--- config.mk ---
export PLATFORM = sky130hd
export DESIGN_NAME = ordered_dither_bit_packer_flat
export DESIGN_NICKNAME = d
export VERILOG_FILES = /design/src/rtl/core/odbp_pkg.sv /design/src/rtl/core/odbp_req_if.sv /design/src/rtl/core/odbp_rsp_if.sv /design/src/rtl/core/ordered_dither_bit_packer.sv /design/src/rtl/core/odbp_sum_stage.sv /design/src/rtl/core/odbp_packer.sv /design/src/flat_wrapper.sv
export SDC_FILE = /design/constraint.sdc
export NUM_CORES = 1
export LEC_CHECK = 0
export ABC_AREA = 1
export BUFFER_PORTS_ARGS = -buffer_cell sky130_fd_sc_hd__buf_2
export CAP_MARGIN = 40
export CORE_MARGIN = 2
export CORE_UTILIZATION = 59
export DETAILED_ROUTE_END_ITERATION = 12
export PLACE_DENSITY = 0.92
export SYNTH_ARGS = -nofsm -noshare
export SYNTH_HDL_FRONTEND = slang
export SYNTH_SLANG_ARGS = --single-unit
--- constraint.sdc ---
create_clock -name clock -period 5.6 [get_ports clock]
set_input_delay 0 -clock clock [delete_from_list [all_inputs] [get_ports clock]]
set_output_delay 0 -clock clock [all_outputs]
set_load 0.005 [all_outputs]
--- src/rtl/core/odbp_pkg.sv ---
`default_nettype none

package odbp_pkg;

   // Channel sum of one pixel, 0 to 765.
   localparam int unsigned SUM_W = 10;
   localparam int unsigned ROW_BYTES_W = 10;

   localparam int unsigned DITHER_LEVELS = 18;
   localparam int unsigned DITHER_DIVISOR = 'h300 / DITHER_LEVELS;
   localparam logic [7:0] LEFT_PIXEL_MASK = 8'h80;

   localparam logic [1:0] PHASE_LAST = 2'd2;

   typedef logic [4:0] threshold_type;

   typedef struct packed {
      logic [SUM_W-1:0] sum;
      logic             band_start;
   } odbp_pix_type;

   // A pixel gets ink when 17 - sum/42 >= threshold, which is the same as
   // sum < 42 * (18 - threshold). The bound is returned directly.
   function automatic logic [SUM_W-1:0] ink_bound(input logic [1:0] row_phase,
                                                  input logic [1:0] col_phase);
      threshold_type thr;
      thr = 5'd1;
      case ({row_phase, col_phase})
         4'b00_00: thr = 5'd1;
         4'b00_01: thr = 5'd11;
         4'b00_10: thr = 5'd7;
         4'b01_00: thr = 5'd13;
         4'b01_01: thr = 5'd3;
         4'b01_10: thr = 5'd17;
         4'b10_00: thr = 5'd9;
         4'b10_01: thr = 5'd15;
         4'b10_10: thr = 5'd5;
         default:  thr = 5'd1;
      endcase
      return SUM_W'(DITHER_DIVISOR * (DITHER_LEVELS - 32'(thr)));
   endfunction

endpackage

`default_nettype wire

--- src/rtl/core/odbp_req_if.sv ---
`default_nettype none

interface odbp_req_if;
   logic       valid;
   logic       ready;
   logic [7:0] red;
   logic [7:0] green;
   logic [7:0] blue;
   logic       band_start;

   modport source (output valid, output red, output green, output blue,
                   output band_start, input ready);
   modport sink   (input valid, input red, input green, input blue,
                   input band_start, output ready);
endinterface

`default_nettype wire

--- src/rtl/core/odbp_rsp_if.sv ---
`default_nettype none

interface odbp_rsp_if;
   logic       valid;
   logic       ready;
   logic [7:0] packed_byte;
   logic       row_end;

   modport source (output valid, output packed_byte, output row_end, input ready);
   modport sink   (input valid, input packed_byte, input row_end, output ready);
endinterface

`default_nettype wire

--- src/rtl/core/ordered_dither_bit_packer.sv ---
// Ordered-dither monochrome bit packer.
//
// Pixels arrive on req_if, one RGB pixel per word, in raster order. Each
// pixel is thresholded against a fixed 3x3 ordered-dither matrix and becomes
// one bit (1 = ink). Eight pixels make one byte on rsp_if, leftmost pixel in
// bit 7, and the last byte of each raster row carries row_end. A word with
// band_start set is taken as row 0, column 0 of a new band; any partly built
// byte is dropped.
// The row length in bytes is written through csr_write_enable and
// csr_write_data; the user must do so only while the block is idle, which
// the block does not enforce. Zero acts as one and values above MAX_ROW_BYTES
// act as MAX_ROW_BYTES. After reset it is one byte. A pixel is accepted
// every clock unless the output stalls. The word that completes a byte
// passes through two registers: the channel-sum register, written on
// acceptance, and the output register, written by the packing stage when
// it takes the word. When the receiver stalls, the output byte holds and one
// further pixel may be taken into the sum register before req_if.ready falls.
// Reset empties both stages and clears the column, phase and byte state.
`default_nettype none

module ordered_dither_bit_packer import odbp_pkg::*; #(
   parameter int unsigned MAX_ROW_BYTES = 512
) (
   input  wire logic                   clock,
   input  wire logic                   reset,
   input  wire logic                   csr_write_enable,
   input  wire logic [ROW_BYTES_W-1:0] csr_write_data,
   odbp_req_if.sink                    req_if,
   odbp_rsp_if.source                  rsp_if
);

   // The column counter must hold the full row length in pixels.
   localparam int unsigned BCOL_W = $clog2(MAX_ROW_BYTES * 8) + 1;
   localparam int unsigned CMP_W  = (BCOL_W > ROW_BYTES_W) ? BCOL_W : ROW_BYTES_W;

   logic [ROW_BYTES_W-1:0] row_bytes_ff, row_bytes_in;
   logic [CMP_W-1:0]       rb_wide, eff_bytes;
   logic [BCOL_W-1:0]      row_limit;
   logic                   pix_valid, advance;
   odbp_pix_type           pix;

   assign row_bytes_in = csr_write_enable ? csr_write_data : row_bytes_ff;

   always_ff @(posedge clock) begin
      if (reset) begin
         row_bytes_ff <= ROW_BYTES_W'(1);
      end else begin
         row_bytes_ff <= row_bytes_in;
      end
   end

   // Clamp the row length into its legal range and turn it into pixels.
   always_comb begin
      rb_wide = CMP_W'(row_bytes_ff);
      if (rb_wide == '0) begin
         eff_bytes = CMP_W'(1);
      end else if (rb_wide > CMP_W'(MAX_ROW_BYTES)) begin
         eff_bytes = CMP_W'(MAX_ROW_BYTES);
      end else begin
         eff_bytes = rb_wide;
      end
      row_limit = {eff_bytes[BCOL_W-4:0], 3'b000};
   end

   odbp_sum_stage u_sum_stage (
      .clock     (clock),
      .reset     (reset),
      .req_if    (req_if),
      .advance   (advance),
      .pix_valid (pix_valid),
      .pix       (pix)
   );

   odbp_packer #(
      .BCOL_W (BCOL_W)
   ) u_packer (
      .clock     (clock),
      .reset     (reset),
      .pix_valid (pix_valid),
      .pix       (pix),
      .row_limit (row_limit),
      .advance   (advance),
      .rsp_if    (rsp_if)
   );

endmodule

`default_nettype wire

--- src/rtl/core/odbp_sum_stage.sv ---
`default_nettype none

module odbp_sum_stage import odbp_pkg::*; (
   input  wire logic   clock,
   input  wire logic   reset,
   odbp_req_if.sink    req_if,
   input  wire logic   advance,
   output logic        pix_valid,
   output odbp_pix_type pix
);

   logic         valid_ff, valid_in;
   odbp_pix_type pix_ff, pix_in;
   logic         accept;

   // The stage frees itself in the same cycle that the packer takes its word.
   assign req_if.ready = !valid_ff || advance;
   assign accept       = req_if.valid && req_if.ready;

   always_comb begin
      valid_in = valid_ff;
      pix_in   = pix_ff;
      if (accept) begin
         valid_in          = 1'b1;
         pix_in.sum        = SUM_W'(req_if.red) + SUM_W'(req_if.green)
                           + SUM_W'(req_if.blue);
         pix_in.band_start = req_if.band_start;
      end else if (advance) begin
         valid_in = 1'b0;
      end
   end

   always_ff @(posedge clock) begin
      if (reset) begin
         valid_ff <= 1'b0;
      end else begin
         valid_ff <= valid_in;
      end
      pix_ff <= pix_in;
   end

   assign pix_valid = valid_ff;
   assign pix       = pix_ff;

endmodule

`default_nettype wire

--- src/rtl/core/odbp_packer.sv ---
`default_nettype none

module odbp_packer import odbp_pkg::*; #(
   parameter int unsigned BCOL_W = 13
) (
   input  wire logic              clock,
   input  wire logic              reset,
   input  wire logic              pix_valid,
   input  wire odbp_pix_type      pix,
   input  wire logic [BCOL_W-1:0] row_limit,
   output logic                   advance,
   odbp_rsp_if.source             rsp_if
);

   logic [BCOL_W-1:0] bit_column_ff, bit_column_in;
   logic [1:0]        column_phase_ff, column_phase_in;
   logic [1:0]        row_phase_ff, row_phase_in;
   logic [7:0]        byte_acc_ff, byte_acc_in;
   logic              rsp_valid_ff, rsp_valid_in;
   logic [7:0]        packed_byte_ff, packed_byte_in;
   logic              row_end_ff, row_end_in;

   logic [BCOL_W-1:0] col_cur, col_inc;
   logic [1:0]        cph_cur, rph_cur, cph_inc;
   logic [7:0]        acc_cur, acc_new;
   logic              ink, byte_done, row_done;

   assign advance = pix_valid && (!rsp_valid_ff || rsp_if.ready);

   always_comb begin
      col_cur = pix.band_start ? '0    : bit_column_ff;
      cph_cur = pix.band_start ? 2'd0  : column_phase_ff;
      rph_cur = pix.band_start ? 2'd0  : row_phase_ff;
      acc_cur = pix.band_start ? 8'h00 : byte_acc_ff;

      ink     = pix.sum < ink_bound(rph_cur, cph_cur);
      acc_new = ink ? (acc_cur | (LEFT_PIXEL_MASK >> col_cur[2:0])) : acc_cur;

      col_inc   = col_cur + BCOL_W'(1);
      cph_inc   = (cph_cur == PHASE_LAST) ? 2'd0 : cph_cur + 2'd1;
      byte_done = (col_inc[2:0] == 3'd0);
      row_done  = (col_inc >= row_limit);

      bit_column_in   = bit_column_ff;
      column_phase_in = column_phase_ff;
      row_phase_in    = row_phase_ff;
      byte_acc_in     = byte_acc_ff;
      rsp_valid_in    = rsp_valid_ff && !rsp_if.ready;
      packed_byte_in  = packed_byte_ff;
      row_end_in      = row_end_ff;

      if (advance) begin
         bit_column_in   = col_inc;
         column_phase_in = cph_inc;
         row_phase_in    = rph_cur;
         byte_acc_in     = acc_new;
         if (byte_done) begin
            rsp_valid_in   = 1'b1;
            packed_byte_in = acc_new;
            row_end_in     = row_done;
            byte_acc_in    = 8'h00;
            if (row_done) begin
               bit_column_in   = '0;
               column_phase_in = 2'd0;
               row_phase_in    = (rph_cur == PHASE_LAST) ? 2'd0 : rph_cur + 2'd1;
            end
         end
      end
   end

   always_ff @(posedge clock) begin
      if (reset) begin
         bit_column_ff   <= '0;
         column_phase_ff <= 2'd0;
         row_phase_ff    <= 2'd0;
         byte_acc_ff     <= 8'h00;
         rsp_valid_ff    <= 1'b0;
      end else begin
         bit_column_ff   <= bit_column_in;
         column_phase_ff <= column_phase_in;
         row_phase_ff    <= row_phase_in;
         byte_acc_ff     <= byte_acc_in;
         rsp_valid_ff    <= rsp_valid_in;
      end
      packed_byte_ff <= packed_byte_in;
      row_end_ff     <= row_end_in;
   end

   assign rsp_if.valid       = rsp_valid_ff;
   assign rsp_if.packed_byte = packed_byte_ff;
   assign rsp_if.row_end     = row_end_ff;

endmodule

`default_nettype wire

--- src/flat_wrapper.sv ---
// flat-port wrapper written by rule: the top's interface ports become plain ports
module ordered_dither_bit_packer_flat import odbp_pkg::*;
#(
   parameter int unsigned MAX_ROW_BYTES = 512
)
  (clock, reset, csr_write_enable, csr_write_data, req_if_valid, req_if_red, req_if_green, req_if_blue, req_if_band_start, req_if_ready, rsp_if_valid, rsp_if_packed_byte, rsp_if_row_end, rsp_if_ready);
  odbp_req_if req_if_i ();
  odbp_rsp_if rsp_if_i ();
  input  wire logic clock;
  input  wire logic reset;
  input  wire logic csr_write_enable;
  input  wire logic [ROW_BYTES_W-1:0] csr_write_data;
  input wire logic [$bits(req_if_i.valid)-1:0] req_if_valid;
  input wire logic [$bits(req_if_i.red)-1:0] req_if_red;
  input wire logic [$bits(req_if_i.green)-1:0] req_if_green;
  input wire logic [$bits(req_if_i.blue)-1:0] req_if_blue;
  input wire logic [$bits(req_if_i.band_start)-1:0] req_if_band_start;
  output wire logic [$bits(req_if_i.ready)-1:0] req_if_ready;
  output wire logic [$bits(rsp_if_i.valid)-1:0] rsp_if_valid;
  output wire logic [$bits(rsp_if_i.packed_byte)-1:0] rsp_if_packed_byte;
  output wire logic [$bits(rsp_if_i.row_end)-1:0] rsp_if_row_end;
  input wire logic [$bits(rsp_if_i.ready)-1:0] rsp_if_ready;
  assign req_if_i.valid = req_if_valid;
  assign req_if_i.red = req_if_red;
  assign req_if_i.green = req_if_green;
  assign req_if_i.blue = req_if_blue;
  assign req_if_i.band_start = req_if_band_start;
  assign req_if_ready = req_if_i.ready;
  assign rsp_if_valid = rsp_if_i.valid;
  assign rsp_if_packed_byte = rsp_if_i.packed_byte;
  assign rsp_if_row_end = rsp_if_i.row_end;
  assign rsp_if_i.ready = rsp_if_ready;
  ordered_dither_bit_packer #(.MAX_ROW_BYTES(MAX_ROW_BYTES)) u_core (.clock(clock), .reset(reset), .csr_write_enable(csr_write_enable), .csr_write_data(csr_write_data), .req_if(req_if_i), .rsp_if(rsp_if_i));
endmodule
## Word-level counts from Yosys, hierarchy flattened

Memories as Yosys holds them, arrays and structs flattened.
Index checks and enable logic that the tools add are counted.

- Register bits after elaboration: 57
- Bits in read-only memories: 64
- Bits of input ports: 40
- Output and inout port bits: 11
- Word-level logic and storage cells: 58
- Memories: 1

- Add/sub/neg operators: 6
- Multipliers: 1
- $lt $le $gt $ge: 3
- Equal/unequal tests: 2
- Shift operators: 1
- Multiplexer cells: 20
- Bitwise logic cells: 1
- Reductions and logical operators: 12

Memories:

| name | depth | width | read ports | clocked after memory_dff | wr ports | line | RTL |
|---|---|---|---|---|---|---|---|
| (name not given) | 16 | 4 | 1 | 0 | 0 | odbp_pkg.sv:28 | `case ({row_phase, col_phase})` |

Operators by type and width:

| kind | number |
|---|---|
| 2-to-1 mux 13 bit | 3 |
| multiplier 5 x 32 -> 9 bit (first input constant) | 1 |
| 2-to-1 mux 8 bit | 3 |
| 2-to-1 mux 10 bit | 2 |
| 2-to-1 mux 2 bit | 8 |
| adder 13 x 1 -> 13 bit (second input constant) | 1 |
| >= comparator 13 bit | 1 |
| adder 9 x 8 -> 10 bit | 1 |
| greater-than comparator 10 bit (second input constant) | 1 |
| logical NOT 10 bit | 1 |
| < comparator 10 bit | 1 |
| adder 8 x 8 -> 9 bit | 1 |
| OR 8 bit | 1 |
| >> shifter 8 x 3 -> 8 bit (first input constant) | 1 |
| subtractor 5 x 5 -> 6 bit (first input constant) | 1 |
| adder 2 x 1 -> 2 bit (second input constant) | 2 |
| equality test 2 bit (second input constant) | 2 |
| 2-to-1 mux 1 bit | 4 |
| logical AND 1 bit | 3 |
| logical NOT 1 bit | 3 |
| logical NOT 3 bit | 1 |
| logical OR 1 bit | 2 |
| AND reduction 2 bit | 1 |
| nonzero test 2 bit | 1 |

## Logic depth before layout (Yosys ltp)

Gate-level depths: netlist of the first run.
An unclocked memory read counts as a cell.

- Word-level depth: 7
- Depth in mapped cells: 32
- Gate-level depth less buffers: 31

## Hierarchy

A second synthesis of the first run with hierarchy kept.

- Cell total of the unflattened synthesis: 584
- Area total of the unflattened synthesis: 4420.5 µm²

Modules (own cells, without submodules):

| module | times used | cells an instance | area each (µm²) | seq. area each (µm²) |
|---|---|---|---|---|
| odbp_packer | 1 | 432 | 3066.7 | 790.8 |
| odbp_sum_stage | 1 | 90 | 920.9 | 350.3 |
| ordered_dither_bit_packer | 1 | 62 | 432.9 | 200.2 |

## Worst setup path before layout of the first run

OpenSTA, ideal clock, no wires.

- Path kind: register to register
- From: register u_core.u_sum_stage.pix_ff, in the netlist u_core.u_sum_stage.pix[0]
- To: register u_core.u_packer.byte_acc_ff[0]
- Library setup time: 0.070 ns
- Arrival: 4.835 ns
- Data required time: 5.530 ns
- Setup slack: 0.694 ns
- Cell stages (with the launch flop): 27
- Buffers on the path: 1
- Clock period less this slack: 4.906 ns
- Cell sequence: edfxtp_1 -> buf_6 -> nor2_1 -> inv_1 -> ha_1 -> o21ai_0 -> o21ai_2 -> ha_1 -> a21oi_1 -> ha_1 -> ha_1 -> inv_1 -> fa_1 -> inv_1 -> ha_1 -> a21oi_1 -> xor2_1 -> inv_1 -> nand2_1 -> nand2_1 -> ha_1 -> a21oi_1 -> o21a_1 -> nand3_1 -> o21ai_0 -> nand2_1 -> a21oi_1

- Word-level cells in the longest chain between the ends: 7
- Elaborated cells on any way between the ends: 14
- Classes of those cells: add/sub (2); mul (1); order compare (1); shift (1); mux (6); bitwise (1); reduce/logical (1); memory (1)

Ends and longest elaborated chain:

| what | line | RTL |
|---|---|---|
| start: declaration | odbp_sum_stage.sv:13 | `odbp_pix_type pix_ff, pix_in;` |
| start signal: assignment | odbp_sum_stage.sv:39 | `pix_ff <= pix_in;` |
| 2-to-1 mux 2 bit (on tied branches) | odbp_packer.sv:32, odbp_packer.sv:33 |  |
| memory (16 x 4 bit) | - |  |
| subtractor 5 x 5 -> 6 bit | odbp_pkg.sv:40 | `return SUM_W'(DITHER_DIVISOR * (DITHER_LEVELS - 32'(thr)));` |
| multiplier 5 x 32 -> 9 bit | odbp_pkg.sv:40 |  |
| < comparator 10 bit | odbp_packer.sv:36 | `ink = pix.sum < ink_bound(rph_cur, cph_cur);` |
| 2-to-1 mux 8 bit * | odbp_packer.sv:37 | `acc_new = ink ? (acc_cur \| (LEFT_PIXEL_MASK >> col_cur[2:0])) : acc_cur;` |
| named net u_core.u_packer.acc_new[0] | odbp_packer.sv:25 | `logic [7:0] acc_cur, acc_new;` |
| 2-to-1 mux 8 bit * | odbp_packer.sv:57 | `if (byte_done) begin` |
| end signal: assignment | odbp_packer.sv:82 | `byte_acc_ff <= byte_acc_in;` |
| end: declaration | odbp_packer.sv:18 | `logic [7:0] byte_acc_ff, byte_acc_in;` |

Mark *: on every way through the listed nets, which the timed path passes. The rest lies on a longest branch.
A chain may end at the register's enable or synchronous reset.

## Final worst setup path of the first run

- From: register u_core.u_sum_stage.pix_ff, in the netlist u_core.u_sum_stage.pix[0]
- To: register u_core.u_packer.packed_byte_ff[1], in the netlist u_core.u_packer.rsp_if.packed_byte[1] (data pin)

- Word-level cells in the longest chain between the ends: 6
- Elaborated cells on any way between the ends: 11
- Classes of those cells: add/sub (1); mul (1); order compare (1); shift (1); mux (5); bitwise (1); memory (1)

Ends and longest elaborated chain:

| what | line | RTL |
|---|---|---|
| 2-to-1 mux 2 bit (on tied branches) | odbp_packer.sv:32, odbp_packer.sv:33 |  |
| memory (16 x 4 bit) | - |  |
| subtractor 5 x 5 -> 6 bit | odbp_pkg.sv:40 |  |
| multiplier 5 x 32 -> 9 bit | odbp_pkg.sv:40 |  |
| < comparator 10 bit | odbp_packer.sv:36 |  |
| 2-to-1 mux 8 bit * | odbp_packer.sv:37 |  |
| named net u_core.u_packer.acc_new[1] | odbp_packer.sv:25 |  |
| end signal: assignment | odbp_packer.sv:85 | `packed_byte_ff <= packed_byte_in;` |
| end: declaration | odbp_packer.sv:20 | `logic [7:0] packed_byte_ff, packed_byte_in;` |

Marks and branches as above.

==> results of run 1 <==
==> sequential cells by signal (all words and copies together), names as in the netlist <==
register                            flops
u_core.u_packer.byte_acc_ff             8
u_core.row_bytes_ff                    10
u_core.u_sum_stage.pix                 10
u_core.u_packer.column_phase_ff         2
u_core.u_packer.bit_column_ff          13
u_core.u_sum_stage.pix_valid            1
u_core.u_packer.rsp_if.packed_byte      8
u_core.u_packer.rsp_if.row_end          1
u_core.u_packer.rsp_if.valid            1
u_core.u_packer.row_phase_ff            2
==> cells by family after synthesis <==
kind of cell | synth area share
and+or+nand+nor | 0.223
DFF | 0.330
buffers and inverters | 0.0802
AOI/OAI and AO/OA | 0.115
xor gates and xnor gates | 0.0462
adders and majority gates | 0.206
==> Yosys cell counts (all sizes together), types with 3 or more instances <==
cell,number
o21bai,3
a21oi,45
nand3,30
nor2,45
nand4,7
xnor2,6
nor3,4
edfxtp,19
dfxtp,37
fa,11
inv,64
ha,48
o21ai,27
nand2,117
xor2,15
clkbuf,6
buf,6
==> worst paths after layout <==
kind / cells past startpoint / endpoint
max reg2reg: 26 / u_core.u_packer.rsp_if.packed_byte[1]$_DFFE_PP_
min reg2reg: 2 / u_core.u_packer.bit_column_ff[11]$_SDFFE_PP0P_
min: 4 / u_core.u_sum_stage.pix_valid$_SDFFE_PP0P_
max: 26 / u_core.u_packer.rsp_if.packed_byte[1]$_DFFE_PP_
==> cell type report <==
cell class              instances  area, µm²
multi-input cells             369       2420
well taps                      77       96.3
clock buffers                   6       82.6
clock inverters                 2       38.8
inverters                      64        248
fillers                       447       1800
repair buffers                 67        430
flip-flops and latches         56       1310
==> stage by stage <==
stage	worst slack (ns)	TNS, ns
after floorplan	0.694	0
after global placement	0.413	0
after detailed placement	0.106	0
after CTS	0.0911	0
after global routing	-0.0352	-0.135
final	0.272	0
==> power by group through the flow <==
stage | Combinational [mW] | Sequential, mW | Clock [mW]
after floorplan | 0.264 | 0.473 | 0
after global placement | 0.324 | 0.478 | 0
after detailed placement | 0.353 | 0.479 | 0
after CTS | 0.377 | 0.469 | 0.285
after global routing | 0.470 | 0.473 | 0.303
final | 0.423 | 0.470 | 0.286
==> routing by layer <==
layer / part of all wire / wire length [µm] / GRT usage / up-vias
met5: 0 / 0 / 0 / -
met4: 0.036 / 371 / 0.118 / 0
met3: 0.072 / 738 / 0.0452 / 39
met2: 0.50 / 5120 / 0.500 / 210
met1: 0.39 / 3960 / 0.321 / 1704
li1: - / - / - / 1767
==> worst register-to-register path: stages (launching register included) <==
cell,delay (ns)
sky130_fd_sc_hd__edfxtp_1,0.50
sky130_fd_sc_hd__nor2_2,0.17
sky130_fd_sc_hd__inv_1,0.12
sky130_fd_sc_hd__ha_1,0.25
sky130_fd_sc_hd__nand2_2,0.09
sky130_fd_sc_hd__nand2_2,0.09
sky130_fd_sc_hd__o21ai_4,0.22
sky130_fd_sc_hd__nand2_1,0.10
sky130_fd_sc_hd__o21bai_2,0.15
sky130_fd_sc_hd__nand2_2,0.09
sky130_fd_sc_hd__ha_1,0.38
sky130_fd_sc_hd__ha_4,0.29
sky130_fd_sc_hd__fa_1,0.52
sky130_fd_sc_hd__ha_1,0.35
sky130_fd_sc_hd__nand2_1,0.08
sky130_fd_sc_hd__nand2_1,0.05
sky130_fd_sc_hd__a21oi_1,0.16
sky130_fd_sc_hd__xor2_1,0.23
sky130_fd_sc_hd__inv_1,0.07
sky130_fd_sc_hd__nand2_1,0.07
sky130_fd_sc_hd__nand2_1,0.05
sky130_fd_sc_hd__ha_1,0.29
sky130_fd_sc_hd__nand2_1,0.08
sky130_fd_sc_hd__nor2_1,0.20
sky130_fd_sc_hd__nand3_1,0.21
sky130_fd_sc_hd__nand3_4,0.21
sky130_fd_sc_hd__o21ai_1,0.10
==> cell usage in the layout (no fill, tap or decap), types with 3 or more instances in the layout <==
master and count:
sky130_fd_sc_hd__nand2_1 111, sky130_fd_sc_hd__inv_1 62, sky130_fd_sc_hd__buf_2 50, sky130_fd_sc_hd__ha_1 47
sky130_fd_sc_hd__a21oi_1 45, sky130_fd_sc_hd__nor2_1 42, sky130_fd_sc_hd__dfxtp_1 37, sky130_fd_sc_hd__nand3_1 29
sky130_fd_sc_hd__edfxtp_1 19, sky130_fd_sc_hd__o21ai_0 16, sky130_fd_sc_hd__xor2_1 15, sky130_fd_sc_hd__dlygate4sd3_1 13
sky130_fd_sc_hd__fa_1 11, sky130_fd_sc_hd__nand4_1 7, sky130_fd_sc_hd__xnor2_1 6, sky130_fd_sc_hd__o21ai_2 6
sky130_fd_sc_hd__clkbuf_8 6, sky130_fd_sc_hd__o21ai_1 4, sky130_fd_sc_hd__nand2_4 3, sky130_fd_sc_hd__nor3_1 3
sky130_fd_sc_hd__nand2_2 3, sky130_fd_sc_hd__buf_4 3
==> timing repair <==
item,in CTS,in global routing
pin swaps,0,2
resized for setup,0,23
hold buffers,13,0
setup buffers,1,1
setup endpoints to repair,8,16
endpoints found under the hold margin,12,0
==> summary by stage, run 1 <==
Run status
The flow ran to the end, and the final reports show no timing, DRC or antenna violations.

Detailed routing
For this block, the via count after detailed routing is 3720. The violation count after the first detailed-route iteration is 368. The average wire per standard cell is 15.9 µm. In this run the remaining antenna-violating nets after routing total 0. Summed over all layers, the routed wires come to 10.2 mm. After detailed routing, the number of remaining DRC violations is 0. The via density per instance is 5.80. The first TritonRoute pass finished after 6 iterations.

STA
The final period utilization is 0.951. The number of endpoints with negative hold slack in the final report is 0. The count of pins over their slew limit is 0. In this run the tightest slew margin relative to its limit is 0.482. The final hold slack is 0.0342 ns. The worst setup skew after layout is 0.00850 ns. The final-report setup violation count is 0. The slew at the pin with the worst max-slew slack is 0.774 ns. The clock period minus final worst setup slack is 5.33 ns.

For this run, the top clock speed supported by timing is 188 MHz.

Clock network
In this run the clock root is driven by a sky130_fd_sc_hd__clkbuf_8. The maximum count of clock buffers along a single path is 2. The H-tree was split into 2 levels. Clock latency on the worst-skew pair, taken at its later pin, is 0.32 ns. The TritonCTS clock tree is yes.

The CTS buffer count is 5. The total number of clock tree sinks is 56. The clock edge transition at the registers on the reported setup and hold paths is 0.11 ns.

Placed design
The wire-length estimate of the detail-placed layout is 6.52 mm. The placed cell count is 618. The number of buffers added on ports is 50. The congestion estimate from routability-driven global placement came to 0.912. After detailed placement, the total cell area comes to 4290 µm².

Pwr
The switching share of power is 0.349. Of the total power, registers draw 0.399. The net load switching power is 0.411 mW. The leakage dissipation is 2.13 nW.

The internal power summed over all cells is 0.768 mW. Power comes to 1.18 mW. The share of total power dissipated in combinational logic is 0.358. Power spread over the standard cell area amounts to 255 nW/µm². Of the total power, the clock network draws 0.243. The peak ir drop on the vdd network is 0.176 mV.

Yosys
Of the post-synthesis cell area, the dominant cell type holds 0.186. The share of the Yosys chip area taken by registers is 0.330. The share of flip-flops with an asynchronous set or reset after synthesis is 0.

The synthesized design contains 56 register bits. The number of nets handed over by synthesis was 600. The cell area after synthesis is 3980 µm². The Yosys step of the flow raised 0 warnings. A synthesized cell averages 7.94 µm².

The biggest area contributor in the post-synthesis netlist is sky130_fd_sc_hd__dfxtp_1. The top flip-flop cell by instance count after synthesis is sky130_fd_sc_hd__dfxtp_1. The unique cell type count in the Yosys netlist is 38. The synthesized instance count is 501.

Yosys mapped a number of flops with a built-in enable equal to 19. Sorting the synthesized cells by area gives the leading types as sky130_fd_sc_hd__dfxtp_1 (19%), sky130_fd_sc_hd__ha_1 (15%), sky130_fd_sc_hd__edfxtp_1 (14%).

Global route
The total congestion overflow after global routing is 0. The initial antenna violation count is 0. The total track usage is 0.277. The wire length of the first global-routing pass is 16.4 mm.

The number of global-route vias before repair is 3697. Entering global routing, the biggest net connects 27 pins.

Worst setup path
The critical path's most frequent cell is sky130_fd_sc_hd__nand2_1. In this design, the stage delay of the slowest critical-path cell is 0.52 ns. Together, buffers and inverters on the worst path number 2.

The setup slack of the worst register-to-register path is 0.27 ns. The maximum fanout count along the critical path is 8. The kind of cell with the highest combined delay along the critical path is adder cells. Among all stages on the critical path, the largest delay is contributed by sky130_fd_sc_hd__fa_1.

Tracing the worst setup path back leads to its startpoint at u_core.u_sum_stage.pix[0]$_DFFE_PP_. The worst register-to-register path begins at u_core.u_sum_stage.pix[0]$_DFFE_PP_. STA classifies the critical path startpoint as a flop. The critical path in this run is classified as reg2reg. The critical path data required time is 5.68 ns. Data on the critical path arrives at its endpoint at 5.41 ns.

STA classifies the critical path endpoint as a flop.

Die
The height of the die is 86.1 µm. The full die area is 7420 µm². The floorplan step defined a core boundary enclosing 6420 µm². In this run the horizontal extent of the chip is 86.1 µm. The initial utilization of the core area, before any placement, comes to 0.620. The row count is 29. For this design the top-level I/O count stands at 51.

Final layout
The count of nets after finishing is 662. The count of cells in the finished layout, fillers not included, comes to 641. The proportion of layout cells with a drive suffix above 1 is 0.152.

The post-route core utilization is 0.720. Compared with the post-synthesis result, the final layout area differs by 16.3%. The summed area of non-filler cells in the final layout is 4630 µm². The repair_antennas step left the layout with diodes totalling 0.

Min path
The type of the tightest min-delay check is in2reg. The worst hold path begins at rsp_if_ready.

Job
The max-capacitance violation count is 0.
Power figures use the tool's default switching activity.
==> run 2, diff against run 1 <==
--- a/config.mk
+++ b/config.mk
@@ -9,9 +9,9 @@
 export BUFFER_PORTS_ARGS = -buffer_cell sky130_fd_sc_hd__buf_2
 export CAP_MARGIN = 40
 export CORE_MARGIN = 2
-export CORE_UTILIZATION = 59
+export CORE_UTILIZATION = 60
 export DETAILED_ROUTE_END_ITERATION = 12
-export PLACE_DENSITY = 0.92
+export PLACE_DENSITY = 0.93
 export SYNTH_ARGS = -nofsm -noshare
 export SYNTH_HDL_FRONTEND = slang
 export SYNTH_SLANG_ARGS = --single-unit
==> constraint.sdc (replaced) <==
create_clock -name clock -period 6.6 [get_ports clock]
set_input_delay 0 -clock clock [delete_from_list [all_inputs] [get_ports clock]]
set_output_delay 0 -clock clock [all_outputs]
set_load 0.005 [all_outputs]
==> summary by stage, run 2 (synthesis gave the netlist of run 1 again) <==
Global route
The initial antenna violation count is 0. The wire length of the first global-routing pass is 15.1 mm. Across every metal layer, demand over resource in global routing totals 0.253. The number of global-route vias before repair is 3440. The total congestion overflow after global routing is 0. The largest net degree at the start of global routing is 25.

STA
The number of endpoints with negative hold slack in the final report was 0. Setup violations remaining at the end of the flow were counted as 0. The final hold slack is 0.0231 ns. Setup repair after global routing left no endpoint under its margin.

Across the routed clock network, the largest skew measured is 0.0112 ns. The setup TNS is 0 ns. The smallest clock period supported by the final layout is computed as 5.56 ns. Dividing the final minimum period by the clock period gives 0.842. The upper clock frequency limit is 180 MHz. Headroom to the max-slew limit came out at 0.478.

The count of pins over their slew limit came to 0. For the pin with the worst max-slew slack, the measured transition is 0.779 ns.

Detailed routing
The remaining antenna violation count is 0. The total via count in the routed design is 3530. The routed metal-1 wirelength is 3.65 mm.

After detailed routing, the met3 layer carries 513 µm of wire. In the final routed layout, each cell accounts on average for 13.4 µm. The highest routed metal layer is met4. In the routed layout, each cell is associated on average with a via count of 5.53. The count of TritonRoute iterations in the first routing pass is 5. The number of remaining DRC errors is 0. Detailed routing placed a total of 4.23 mm of wire on met2. The violation count after the first detailed-route iteration is 262. For this block, the routed nets add up to 8.54 mm of wire.

Final layout
Leaving out filler cells and counting taps, the final layout contains 638. In the final layout, the share of cells above drive strength 1 is 0.132. The final-layout fill cell count is 469. With fillers left out, the area of the finished cells amounts to 4490 µm². The footprint of the multi-input gates is 2350 µm².

In the final layout, flip-flops and latches occupy 1310 µm². In the layout the commonest cells are sky130_fd_sc_hd__nand2_1 (111), sky130_fd_sc_hd__inv_1 (62), sky130_fd_sc_hd__buf_2 (50). The number of antenna cells inserted is 0. More flip-flops sit in one register than any other, and that register is u_core.u_packer.bit_column_ff. The number of flip-flops under the largest register name is 13. Leaving out fill and tap cells, the most frequent cell in the layout is sky130_fd_sc_hd__nand2_1.

The area growth from synthesis to layout is 12.9%. After the last flow step, the layout net total stands at 659.

Die
The full die area is 7300 µm². In this run the horizontal extent of the chip is 85.4 µm. For this configuration, the core starts out at a cell density of 0.623. In this run the count of I/O pins placed on the die edge is 51. The area of the placeable core is 6390 µm². In this run the vertical extent of the chip is 85.4 µm.

The row count is 29.

Clock network
The H-tree depth is 2. Clock tree synthesis found a total of 56 sinks. The maximum count of clock buffers along a single path is 2. TritonCTS built the clock tree.

The clock edge transition at the registers on the reported setup and hold paths is 0.10 ns. Post-CTS timing repair inserted 0 buffers for setup. The CTS buffer count is 5. The root buffer cell is sky130_fd_sc_hd__clkbuf_8. The number of gates resized after CTS was 0. The insertion delay to the later sink of the worst-skew pair is 0.32 ns.

Worst setup path
In this run the register-to-register setup slack is 1.04 ns. STA classifies the critical path startpoint as a flop. The capture point of the worst reg-to-reg path is u_core.u_packer.byte_acc_ff[0]$_SDFFE_PP0P_.

The critical path data required time is 6.85 ns. The maximum fanout count along the critical path is 8. The critical register-to-register path startpoint is u_core.u_sum_stage.pix[0]$_DFFE_PP_.

Tracing the worst setup path back leads to its startpoint at u_core.u_sum_stage.pix[0]$_DFFE_PP_. The cell count of the worst reg-to-reg path is 25. The most critical setup path has its endpoint at u_core.u_packer.byte_acc_ff[0]$_SDFFE_PP0P_. The worst setup path is captured at a flop. The data arrival time at the worst-slack endpoint is 5.81 ns. The kind of critical path is reg2reg.

Min path
The type of the tightest min-delay check is in2reg. The origin of the worst min-delay path is rsp_if_ready.

Placed design
Detailed placement finished with a half-perimeter wire length of 6.34 mm. The placed cell count is 617. The congestion estimate from routability-driven global placement came to 0.895. The number of buffers added on ports is 50. After detailed placement, the total cell area comes to 4270 µm².

Pwr
The switching share of power is 0.345. In this run the power density over the cells is 203 nW/µm². The share of total power dissipated in the clock network is 0.222. The net load switching power is 0.314 mW.

The share of total power dissipated in sequential elements is 0.438. The part of the total power dissipated in combinational logic is 0.340. The internal power of the cells totals 0.597 mW.

In this run the static leakage power is 2.08 nW. The worst-case IR drop observed on VDD is 0.125 mV.

Run status
The flow ran to the end, and the final reports show no timing, DRC or antenna violations.

Job
The tool flagged a number of max-cap violations equal to 0.
==> run 2: how the worst min path moves through the flow <==
stage / to / slack, ns / depth (start not counted)
2_1_floorplan: u_core.u_packer.bit_column_ff[2]$_SDFFE_PP0P_ / 0.07 / 1
3_3_place_gp: u_core.u_sum_stage.pix[0]$_DFFE_PP_ / 0.18 / 1
3_5_place_dp: u_core.u_sum_stage.pix[0]$_DFFE_PP_ / 0.18 / 1
4_1_cts: u_core.u_sum_stage.pix_valid$_SDFFE_PP0P_ / 0.03 / 4
5_1_grt: u_core.u_sum_stage.pix_valid$_SDFFE_PP0P_ / 0.03 / 4
6_report: u_core.u_sum_stage.pix_valid$_SDFFE_PP0P_ / 0.02 / 4
==> run 2: worst max-delay path: stages, from the launching register on <==
cell,delay (ns)
sky130_fd_sc_hd__edfxtp_1,0.57
sky130_fd_sc_hd__nor2_1,0.24
sky130_fd_sc_hd__inv_1,0.12
sky130_fd_sc_hd__ha_1,0.30
sky130_fd_sc_hd__o21ai_0,0.19
sky130_fd_sc_hd__o21ai_2,0.10
sky130_fd_sc_hd__ha_1,0.23
sky130_fd_sc_hd__a21oi_1,0.38
sky130_fd_sc_hd__ha_1,0.32
sky130_fd_sc_hd__ha_1,0.28
sky130_fd_sc_hd__inv_1,0.05
sky130_fd_sc_hd__fa_1,0.49
sky130_fd_sc_hd__inv_1,0.04
sky130_fd_sc_hd__ha_1,0.31
sky130_fd_sc_hd__a21oi_1,0.20
sky130_fd_sc_hd__xor2_1,0.20
sky130_fd_sc_hd__inv_1,0.06
sky130_fd_sc_hd__nand2_1,0.06
sky130_fd_sc_hd__nand2_1,0.05
sky130_fd_sc_hd__ha_1,0.28
sky130_fd_sc_hd__a21oi_1,0.15
sky130_fd_sc_hd__o21a_1,0.13
sky130_fd_sc_hd__nand3_1,0.22
sky130_fd_sc_hd__o21ai_0,0.29
sky130_fd_sc_hd__nand2_1,0.08
sky130_fd_sc_hd__a21oi_1,0.14
==> run 2: metrics by stage <==
| stage | setup slack, ns | utilization | total power [mW] |
|---|---|---|---|
| 6_report | 1.04 | 0.704 | 0.911 |
| 5_1_grt | 0.545 | 0.704 | 0.980 |
| 4_1_cts | 1.05 | 0.704 | 0.909 |
| 3_5_place_dp | 1.10 | 0.668 | 0.704 |
| 3_3_place_gp | 1.38 | 0.666 | 0.682 |
| 2_1_floorplan | 1.69 | - | 0.625 |
==> run 2: per-layer routing <==
layer  vias to the layer above  GRT usage
li1                       1754          -
met1                      1625      0.328
met2                       136      0.437
met3                        15     0.0379
met4                         0     0.0736
met5                         -          0
==> run 2: timing repair <==
action,CTS,global route
hold buffers,13,0
endpoints found under the setup margin,0,0
hold endpoints to repair,12,0
==> run 2: cell type report <==
cell class	instances	area share
timing repair buffer	64	0.0880
clock inverter	2	0.00306
sequential	56	0.292
clock buffer	6	0.0184
multi-input combinational	369	0.523
tap	77	0.0214
inverter	64	0.0546
==> run 2: power by group through the flow <==
stage	Combinational [mW]	Clock, mW	Sequential, mW
after CTS	0.307	0.204	0.398
after global placement	0.276	0	0.405
final	0.309	0.202	0.399
after floorplan	0.224	0	0.401
after global routing	0.360	0.219	0.401
after detailed placement	0.298	0	0.406
